### config.mk
export PLATFORM = sky130hd
export DESIGN_NAME = bcu_ctrl
export DESIGN_NICKNAME = d
export VERILOG_FILES = /design/src/hw/rtl/bcu_pkg.sv /design/src/hw/rtl/bcu_ctrl.sv
export SDC_FILE = /design/constraint.sdc
export NUM_CORES = 1
export LEC_CHECK = 0
export CORE_AREA = 2 2 39 41
export CTS_CLUSTER_SIZE = 12
export DETAILED_ROUTE_END_ITERATION = 10
export DIE_AREA = 0 0 41 43
export DONT_BUFFER_PORTS = 1
export GPL_TIMING_DRIVEN = 0
export PLACE_DENSITY = 0.59
export SETUP_SLACK_MARGIN = 0.15
export SYNTH_ARGS = -nofsm -noshare
export SYNTH_HDL_FRONTEND = slang
export SYNTH_SLANG_ARGS = --single-unit
### constraint.sdc
create_clock -name i_clk -period 2.05 [get_ports i_clk]
set_clock_uncertainty 0.05 [all_clocks]
set_input_delay 0.205 -clock i_clk [delete_from_list [all_inputs] [get_ports i_clk]]
set_output_delay 0.205 -clock i_clk [all_outputs]
set_load 0.05 [all_outputs]
### src/hw/rtl/bcu_pkg.sv
// Shared widths, constants and controller/datapath interface types.
// No dependencies.
package bcu_pkg;

    localparam int ARG_W      = 32;
    localparam int RES_W      = 64;
    localparam int B_W        = RES_W - 1;
    localparam int DIV_BITS   = 4;
    localparam int DIV_STEPS  = RES_W / DIV_BITS;
    localparam int DIV_CNT_W  = $clog2(DIV_STEPS);
    localparam int TDATA_IN_W = 2 * ARG_W;

    localparam logic [RES_W-1:0] RES_ALL_ONES = {RES_W{1'b1}};

    typedef struct packed {
        logic load_in;
        logic setup;
        logic mul_lo;
        logic mul_hi;
        logic check;
        logic div_step;
        logic advance;
        logic out_load;
    } t_cmd;

    typedef struct packed {
        logic special;
        logic ovf;
        logic div_last;
        logic i_is_k;
        logic out_free;
    } t_sts;

endpackage

### src/hw/rtl/bcu_ctrl.sv
// Controller: one-hot sequencer over setup, multiply, overflow check, divide, advance.
// Depends on bcu_pkg.
module bcu_ctrl
    import bcu_pkg::*;
(
    input  logic i_clk,
    input  logic i_rst_n,
    input  logic i_in_valid,
    output logic o_in_ready,
    input  t_sts i_sts,
    output t_cmd o_cmd
);

    typedef enum logic [7:0] {
        S_IDLE   = 8'b0000_0001,
        S_SETUP  = 8'b0000_0010,
        S_MUL_LO = 8'b0000_0100,
        S_MUL_HI = 8'b0000_1000,
        S_CHECK  = 8'b0001_0000,
        S_DIV    = 8'b0010_0000,
        S_NEXT   = 8'b0100_0000,
        S_DONE   = 8'b1000_0000
    } t_state;

    t_state r_state, n_state;

    always_comb begin
        n_state = r_state;
        o_cmd   = '0;
        case (r_state)
            S_IDLE: begin
                if (i_in_valid) begin
                    o_cmd.load_in = 1'b1;
                    n_state       = S_SETUP;
                end
            end
            S_SETUP: begin
                o_cmd.setup = 1'b1;
                n_state     = i_sts.special ? S_DONE : S_MUL_LO;
            end
            S_MUL_LO: begin
                o_cmd.mul_lo = 1'b1;
                n_state      = S_MUL_HI;
            end
            S_MUL_HI: begin
                o_cmd.mul_hi = 1'b1;
                n_state      = S_CHECK;
            end
            S_CHECK: begin
                o_cmd.check = 1'b1;
                n_state     = i_sts.ovf ? S_DONE : S_DIV;
            end
            S_DIV: begin
                o_cmd.div_step = 1'b1;
                if (i_sts.div_last) begin
                    n_state = S_NEXT;
                end
            end
            S_NEXT: begin
                o_cmd.advance = 1'b1;
                n_state       = i_sts.i_is_k ? S_DONE : S_MUL_LO;
            end
            S_DONE: begin
                if (i_sts.out_free) begin
                    o_cmd.out_load = 1'b1;
                    n_state        = S_IDLE;
                end
            end
            default: begin
                n_state = S_IDLE;
            end
        endcase
    end

    always_ff @(posedge i_clk) begin
        if (!i_rst_n) begin
            r_state <= S_IDLE;
        end else begin
            r_state <= n_state;
        end
    end

    assign o_in_ready = (r_state == S_IDLE);

endmodule

==> metrics.cfg, run 1 <==
[layout]
syn2layout_area_growth_pct=29.3
n_fill_cell=134
final_util=0.435
n_antenna_cell=0
largest_reg_flops=8
drive_gt1_frac=0.407
top_regs=r_state x8
num-nets-final=69
top_register=r_state

[logic_synthesis]
syn_nets=59
synth_area_leaders=dfxtp_1, nor2_1, nand4bb_4, inv_1, and2_1
yosysSeqAreaShare=0.344
yosys_most_used_dff=dfxtp_1
ys_async_sr_fraction=0
synth.largest_area_cell=dfxtp_1
ys_top_cells_by_count=nor2_1, dfxtp_1, inv_1
yosysWarnings=0
ys_types=22
netlist.area_leader.share=0.344
syn_area_um2=465
ys_ff_latch=8
synth_edf_count=0
synth_cells=51
synth.most_common_cell=nor2_1
avgSynthCellArea_um2=9.13

[pwr]
p_leak_nw=0.194
p_per_area_mw_per_mm2=725
ir_drop_mv=0.416

[sta]
drv_slew=0
max-slew-margin-rel=0.461
fin_crit_ns=2.05
setup_tns_ns=-0.00162
setup_ws_ns=-0.00162
setup_viol=1
rsz0062_at_grt=yes
fmax_mhz=487
hold_viol_final=0
tightest_slew_ns=0.802
finalCritPeriodShare=1.00

[status]
failed_checks=negative setup slack
status=finished, violations left

[clock_tree]
cts_buffers=3
cts_htree_levels=1
cts_tree=built
worstSkewPairLatency_ns=0.26
clockRootBuffer=clkbuf_4
cts.path.max_buffers=2
clkSlewWorstSetupHoldPaths_ns=0.06
clock_sinks=8

[critical_path]
cp_slowest_stage_delay_ns=0.61
critical_path.max_fanout=4
crit_start=r_state[7]$_SDFFE_PN0P_
end_kind=flop
cp.required_ns=2.15
r2r_cells=5
crit_path_cell_trace=or4_4 -> nor4_4 -> nor2_1 -> a31oi_1 -> a21oi_1
cp-start-kind=flop
reg2reg_to=r_state[0]$_SDFFE_PN1P_
cp.buffers_inverters=0
crit_slowest_cell=nor4_4
cpLargestDelayFamily=simple AND/OR/NAND/NOR gates
rrSetupSlack_ns=-0.002
criticalPathCategory=flop to flop
worstReg2RegStart=r_state[7]$_SDFFE_PN0P_
arrival_ns=2.15

[floorplanning]
die_area_mm2=0.00176
pin_count=17
fp-row-count=14
initial_core_util=0.336
dieWidth_um=41
core_area_mm2=0.00138
die-height_um=43

[grt]
grt_pass1_vias=401
antenna_found_initial=0
grt_max_degree=7
grt_overflow=0
grtUsageTotal=0.133
grt_pass1_wl_mm=1.60

[worst_hold_path]
whs_path_depth=1
hold_path.class=input pin to flop
min_to=r_state[4]$_SDFFE_PN0P_
hp-start=i_rst_n

[place]
place_hpwl_um=750
dpl_worst_slack_ns=-0.0271
io_buffers=0
place_congestion=0.810

[detailed_routing]
ant_nets=0
wl_um=964
drt_iter0_markers=3
firstDrtPassIters=2
via_per_inst=5.40
vias=405
wl_per_cell_um=12.9
drc=0

[run]
drv_cap=0

-- kinds of logic (layout without fill, tap and decap cells) --
family	count (synthesis)	in the layout	synth area share
simple gates	27	27	0.468
compound gates	9	9	0.132
buf+inv	7	15	0.0565
flops	8	8	0.344
-- power breakdown --
group          switching, mW  internal [mW]
clock                 0.0561         0.0672
combinational         0.0959         0.0426
sequential           0.00935          0.165
-- timing repair --
action	CTS	global route
hold buffers	1	0
hold endpoints to repair	1	0
buffers inserted	2	2
endpoints found under the setup margin	11	12
gates resized for setup	6	6
pin swaps	4	8
-- worst register-to-register path, cell delays in order (launching register included) --
cell	delay, ns
dfxtp_2	0.32
or4_4	0.58
nor4_4	0.62
nor2_1	0.12
a31oi_1	0.20
a21oi_1	0.06
-- routing by layer --
layer,track usage,part of all wire,up-vias
met5,0,0,-
met4,0.0933,0.048,0
met3,0.0209,0.031,4
met2,0.209,0.51,10
met1,0.153,0.41,184
li1,-,-,207
-- cell type report --
type	instances	area, um^2	share of cell area
timing repair buffer	5	43.8	0.0728
tap	16	20.0	0.0333
multi-input combinational	36	314	0.522
clock buffer	3	22.5	0.0374
sequential	8	168	0.279
inverter	7	33.8	0.0561
-- layout by cell type (no fill, tap or decap), drive strengths merged --
cell | synthesis | layout
a21boi | 1 | 1
a21oi | 2 | 2
a22oi | 1 | 1
a31oi | 1 | 1
and2 | 4 | 4
and4b | 2 | 2
and4bb | 1 | 1
buf | 0 | 4
clkbuf | 0 | 3
clkinvlp | 0 | 2
dfxtp | 8 | 8
dlygate4sd3 | 0 | 1
inv | 7 | 5
nand2b | 2 | 2
nand4b | 2 | 2
nand4bb | 1 | 1
nor2 | 9 | 9
nor4 | 4 | 4
o21ai | 1 | 1
o22ai | 3 | 3
or2 | 1 | 1
or4 | 1 | 1
-- worst max path at each step --
stage,to,slack [ns],cells past startpoint
3_5_place_dp,r_state[0]$_SDFFE_PN1P_,-0.03,5
3_3_place_gp,r_state[0]$_SDFFE_PN1P_,-0.02,5
5_1_grt,r_state[0]$_SDFFE_PN1P_,-0.13,5
4_1_cts,r_state[0]$_SDFFE_PN1P_,-0.02,5
6_report,r_state[0]$_SDFFE_PN1P_,-0.002,5
2_1_floorplan,r_state[0]$_SDFFE_PN1P_,0.09,5
-- stage by stage --
stage	hold slack, ns	instances	area [um^2]	total power, mW
after floorplan	0.247	51	488	0.297
after global placement	0.257	67	508	0.309
after detailed placement	0.259	67	508	0.310
after CTS	0.0136	73	573	0.439
after global routing	0.0132	75	602	0.454
final	0.0165	75	602	0.436
Note: power is estimated with default switching activity, not from simulation.
==> inputs of run 2 (changes only) <==
--- a/config.mk
+++ b/config.mk
@@ -12,7 +12,7 @@
 export DONT_BUFFER_PORTS = 1
 export GPL_TIMING_DRIVEN = 0
 export PLACE_DENSITY = 0.59
-export SETUP_SLACK_MARGIN = 0.15
+export SETUP_SLACK_MARGIN = 0.2
 export SYNTH_ARGS = -nofsm -noshare
 export SYNTH_HDL_FRONTEND = slang
 export SYNTH_SLANG_ARGS = --single-unit
==> run 2 against run 1 <==
Effect of this change:
- the run now ends clean
- count of clock-buffer cells in the layout stayed put
- sequential share of layout area is 1.3 points lower
- sequential cell count stayed put
- core utilization is 2.4 points higher
- final area is 5.6% higher
- worst hold slack better by 0.0070 ns
- die area stayed put
- power is 0.15% higher
- largest cell class unchanged
- highest routed layer unchanged
==> metrics.cfg, run 2 (same netlist as run 1, synthesis figures left out) <==
[sta]
setup_tns_ns=0  ; +0.00162 ns
finalCritPeriodShare=0.997  ; -0.00383
tightest_slew_ns=0.799  ; -0.00257 ns
max-slew-margin-rel=0.463  ; +0.00172
fin_crit_ns=2.04  ; -0.00786 ns
hold_viol_final=0  ; unchanged
setup_viol=0  ; -1
setup_ws_ns=0.00624  ; +0.00786 ns
rsz0062_at_grt=yes
drv_slew=0  ; unchanged
fmax_mhz=489  ; +0.38%

[layout]
top_regs=r_state x8
top_register=r_state
syn2layout_area_growth_pct=36.6
instances_no_fill=78  ; +4.0%
most-common-layout-cells=nor2_1, buf_4, inv_1, dfxtp_2
drive_gt1_frac=0.500  ; +0.0932
final_util=0.459  ; +0.0244
n_fill_cell=133  ; -0.75%
num-nets-final=72  ; +4.3%
largest_reg_flops=8  ; unchanged
layout_commonest_cell=nor2_1
n_antenna_cell=0  ; unchanged

[pwr]
p_leak_nw=0.211  ; +8.8%
power.total_uw=437  ; +0.15%
ir_drop_mv=0.461  ; +11%
p_per_area_mw_per_mm2=687  ; -5.2%

[clock_tree]
cts.path.max_buffers=2  ; unchanged
cts_tree=built
cts_htree_levels=1  ; unchanged
clockRootBuffer=clkbuf_4
clkSlewWorstSetupHoldPaths_ns=0.06  ; about the same
worstSkewPairLatency_ns=0.25  ; about the same
clock_sinks=8  ; unchanged
cts_buffers=3  ; unchanged

[detailed_routing]
drc=0  ; unchanged
via_per_inst=5.45  ; +0.90%
wl_per_cell_um=13.8  ; +7.1%
firstDrtPassIters=4  ; +2
wl_mm=1.07  ; +11%
drt_iter0_markers=11  ; +8
vias=425  ; +4.9%
ant_nets=0  ; unchanged

[floorplanning]
die-height_um=43  ; unchanged
die_area_mm2=0.00176  ; unchanged
initial_core_util=0.336  ; unchanged
pin_count=17  ; unchanged
core_area_mm2=0.00138  ; unchanged
fp-row-count=14  ; unchanged
dieWidth_um=41  ; unchanged

[critical_path]
critical_path.max_fanout=4  ; unchanged
cp-start-kind=flop
rrSetupSlack_ns=0.006  ; about the same
arrival_ns=2.13  ; -0.02 ns
worstReg2RegStart=r_state[7]$_SDFFE_PN0P_
r2r_cells=5  ; unchanged
crit_slowest_cell=nor4_4
cpLargestDelayFamily=simple AND/OR/NAND/NOR gates
reg2reg_to=r_state[0]$_SDFFE_PN1P_
cp_slowest_stage_delay_ns=0.61  ; about the same
cp.buffers_inverters=0  ; unchanged
end_kind=flop
crit_path_cell_trace=or4_4 -> nor4_4 -> nor2_1 -> a31oi_1 -> a21oi_1
criticalPathCategory=flop to flop
cp.depth=5  ; unchanged
cp.required_ns=2.14  ; about the same

[worst_hold_path]
whs_path_depth=1  ; unchanged
hp-start=i_rst_n
min_to=r_state[2]$_SDFFE_PN0P_
hold_path.class=input pin to flop

[grt]
grt_max_degree=7  ; unchanged
grt_pass1_wl_mm=1.61  ; +0.88%
grt_overflow=0  ; unchanged
antenna_found_initial=0  ; unchanged
grtUsageTotal=0.133  ; +0.000134
grt_pass1_vias=408  ; +1.7%

[place]
dpl_worst_slack_ns=-0.0271  ; unchanged
io_buffers=0  ; unchanged
place_congestion=0.810  ; unchanged
place_hpwl_um=750  ; unchanged
numPlacedInstances=67  ; unchanged

[run]
drv_cap=0  ; unchanged

[status]
status=finished clean

[run 2: what timing repair did]
action	in CTS	in global routing
hold buffers	1	0
endpoints found under the hold margin	1	0
gates resized for setup	9	7
buffers inserted	3	4
endpoints found under the setup margin	14	13
pin swaps	9	7
[run 2: report_power, final]
part | internal [mW] | switching [mW] | total, mW
Clock | 0.0670 | 0.0536 | 0.121
Combinational | 0.0444 | 0.0970 | 0.141
Sequential | 0.165 | 0.00946 | 0.175
Total | 0.277 | 0.160 | 0.437
[run 2: layout make-up]
class                      count  area, um^2  area share
clock buffer                   3        22.5      0.0354
inverter                       7        33.8      0.0531
multi-input combinational     36         324       0.510
sequential                     8         169       0.266
tap                           16        20.0      0.0315
timing repair buffer           8        66.3       0.104
[run 2: worst reg2reg max path, stage by stage, from the launching register on]
cell	delay, ns
dfxtp_2	0.32
or4_4	0.58
nor4_4	0.61
nor2_1	0.11
a31oi_1	0.20
a21oi_1	0.06
[run 2: worst max path at each step]
stage	start	end	slack, ns
floorplan	r_state[7]$_SDFFE_PN0P_	r_state[0]$_SDFFE_PN1P_	0.09
global placement	r_state[7]$_SDFFE_PN0P_	r_state[0]$_SDFFE_PN1P_	-0.02
detailed placement	r_state[7]$_SDFFE_PN0P_	r_state[0]$_SDFFE_PN1P_	-0.03
CTS	r_state[7]$_SDFFE_PN0P_	r_state[0]$_SDFFE_PN1P_	-0.02
global route	r_state[7]$_SDFFE_PN0P_	r_state[0]$_SDFFE_PN1P_	-0.13
finish	r_state[7]$_SDFFE_PN0P_	r_state[0]$_SDFFE_PN1P_	0.006
[run 2: stage by stage]
step | instance area [um^2] | hold WS (ns)
final | 636 | 0.0234
after global placement | 508 | 0.257
after CTS | 591 | 0.0136
after global routing | 636 | 0.0166
after detailed placement | 508 | 0.259
after floorplan | 488 | 0.247
[run 2: routing by layer]
| layer | share of wire | up-vias | global-route usage |
|---|---|---|---|
| li1 | - | 210 | - |
| met1 | 0.41 | 202 | 0.154 |
| met2 | 0.54 | 11 | 0.209 |
| met3 | 0.025 | 2 | 0.0209 |
| met4 | 0.026 | 0 | 0.0933 |
| met5 | 0 | - | 0 |
==> inputs of run 3 (changes only) <==
--- a/config.mk
+++ b/config.mk
@@ -11,6 +11,7 @@
 export DIE_AREA = 0 0 41 43
 export DONT_BUFFER_PORTS = 1
 export GPL_TIMING_DRIVEN = 0
+export HOLD_SLACK_MARGIN = 0.15
 export PLACE_DENSITY = 0.59
 export SETUP_SLACK_MARGIN = 0.2
 export SYNTH_ARGS = -nofsm -noshare
==> run 3 against run 2 <==
Effect of this change:
- highest routed layer unchanged
- combinational power hardly changed
- critical path type unchanged
- the run now ends with negative hold slack left
- fmax hardly changed
- register-to-register slack hardly changed
==> metrics.cfg, run 3 (same netlist as run 1, synthesis figures left out) <==
[pwr]
p_per_area_mw_per_mm2=684  ; -0.40%
p_sw_frac=0.370  ; +0.00393
combinationalPowerShare=0.319  ; -0.005
ir_drop_mv=0.460  ; -0.10%
p_leak_nw=0.210  ; -0.31%
p_int_uw=276  ; -0.24%
power_switching_uw=162  ; +1.5%
clock_power_share=0.284  ; +0.008
p_seq_frac=0.397  ; -0.003

[clock_tree]
clockRootBuffer=clkbuf_4
cts_htree_levels=1  ; unchanged
cts_buffers=3  ; unchanged
cts_tree=built
worstSkewPairLatency_ns=0.26  ; about the same
clock_sinks=8  ; unchanged
cts.path.max_buffers=2  ; unchanged
clkSlewWorstSetupHoldPaths_ns=0.06  ; about the same

[layout]
syn2layout_area_growth_pct=37.6
top_register=r_state
largest_reg_flops=8  ; unchanged
most-common-layout-cells=nor2_1, buf_4, inv_1, dfxtp_2
design_area_um2=641  ; +0.79%
num-nets-final=71  ; -1.4%
top_regs=r_state x8
drive_gt1_frac=0.525  ; +0.0246
layout_commonest_cell=nor2_1
final_util=0.463  ; +0.00362
n_antenna_cell=0  ; unchanged

[sta]
setup_viol=0  ; unchanged
hold_viol_final=1  ; +1
fin_crit_ns=2.05  ; +0.00174 ns
fmax_mhz=489  ; about the same
rsz0062_at_grt=yes
max-slew-margin-rel=0.463  ; about the same
finalCritPeriodShare=0.998  ; about the same
hold_ws_ns=-0.0129  ; -0.0363 ns
tightest_slew_ns=0.799  ; -0.000226 ns
drv_slew=0  ; unchanged

[floorplanning]
fp-row-count=14  ; unchanged
core_area_mm2=0.00138  ; unchanged
die_area_mm2=0.00176  ; unchanged
initial_core_util=0.336  ; unchanged
dieWidth_um=41  ; unchanged
pin_count=17  ; unchanged
die-height_um=43  ; unchanged

[critical_path]
arrival_ns=2.14  ; about the same
critical_path.max_fanout=4  ; unchanged
crit_path_cell_trace=or4_4 -> nor4_4 -> nor2_1 -> a31oi_1 -> a21oi_1
cp.buffers_inverters=0  ; unchanged
cp-start-kind=flop
cp.required_ns=2.15  ; about the same
end_kind=flop
crit_slowest_cell=nor4_4
cp_slowest_stage_delay_ns=0.61  ; about the same
criticalPathCategory=flop to flop
cpLargestDelayFamily=simple AND/OR/NAND/NOR gates

[detailed_routing]
ant_nets=0  ; unchanged
firstDrtPassIters=4  ; unchanged
wl_per_cell_um=12.9  ; -6.3%
vias=416  ; -2.1%
drt_iter0_markers=8  ; -3
drc=0  ; unchanged
wl_um=993  ; -7.5%
via_per_inst=5.40  ; -0.85%

[place]
io_buffers=0  ; unchanged
place_congestion=0.810  ; unchanged
placed_cell_area_um2=508  ; unchanged
place_hpwl_um=750  ; unchanged

[run]
drv_cap=0  ; unchanged

[grt]
antenna_found_initial=0  ; unchanged
grt_pass1_wl_mm=1.62  ; +0.43%
grt_max_degree=7  ; unchanged
grtUsageTotal=0.133  ; unchanged
grt_pass1_vias=403  ; -1.2%
grt_overflow=0  ; unchanged

[status]
failed_checks=negative hold slack
status=finished, violations left

[worst_hold_path]
hold_path.class=input pin to flop

[run 3: changes by cell type in the layout (fill, tap and decap cells not counted), sizes merged]
cell	delta
dlygate4sd3	-1
[run 3: metal layers]
layer | wire length (um) | track usage
met1 | 418 | 0.157
met4 | 17 | 0.0667
met2 | 529 | 0.219
met3 | 28 | 0.0209
met5 | 0 | 0
[run 3: final cells by class]
class	instances	area, um^2
Tap cell	16	20.0
Sequential cell	8	169
Clock buffer	3	22.5
Timing Repair Buffer	7	60.1
Inverter	7	33.8
Multi-Input combinational cell	36	335
Fill cell	134	743
[run 3: power groups by stage]
stage                     clock (mW)  sequential, mW  combinational (mW)
after floorplan                    0           0.176               0.121
final                          0.124           0.174               0.140
after detailed placement           0           0.178               0.131
after global routing           0.132           0.176               0.148
after CTS                      0.125           0.175               0.138
after global placement             0           0.178               0.131
[run 3: timing repair]
action                     in CTS  in global routing
resized for setup               9                 10
hold endpoints to repair        5                  5
setup endpoints to repair      14                 13
pin swaps                       9                  8
buffers inserted                3                  4
[run 3: path summary, 6_finish.rpt]
path / from / to / slack (ns) / cells after the start
worst min register to register: r_state[0]$_SDFFE_PN1P_ / r_state[1]$_SDFFE_PN0P_ / 0.58 / 2
worst min-delay path: i_rst_n / r_state[0]$_SDFFE_PN1P_ / -0.01 / 1
worst max register to register: r_state[7]$_SDFFE_PN0P_ / r_state[0]$_SDFFE_PN1P_ / 0.004 / 5
worst max-delay path: r_state[7]$_SDFFE_PN0P_ / r_state[0]$_SDFFE_PN1P_ / 0.004 / 5
[run 3: stage by stage]
stage | setup TNS [ns] | hold WS (ns) | total power, mW | cells | setup slack, ns
finish | 0 | -0.0129 | 0.438 | 77 | 0.00449
global route | -0.255 | 0.000289 | 0.456 | 77 | -0.133
CTS | -0.0212 | -0.0130 | 0.438 | 73 | -0.0168
detailed placement | -0.0271 | 0.259 | 0.310 | 67 | -0.0271
global placement | -0.0211 | 0.257 | 0.309 | 67 | -0.0211
floorplan | 0 | 0.247 | 0.297 | 51 | 0.0921
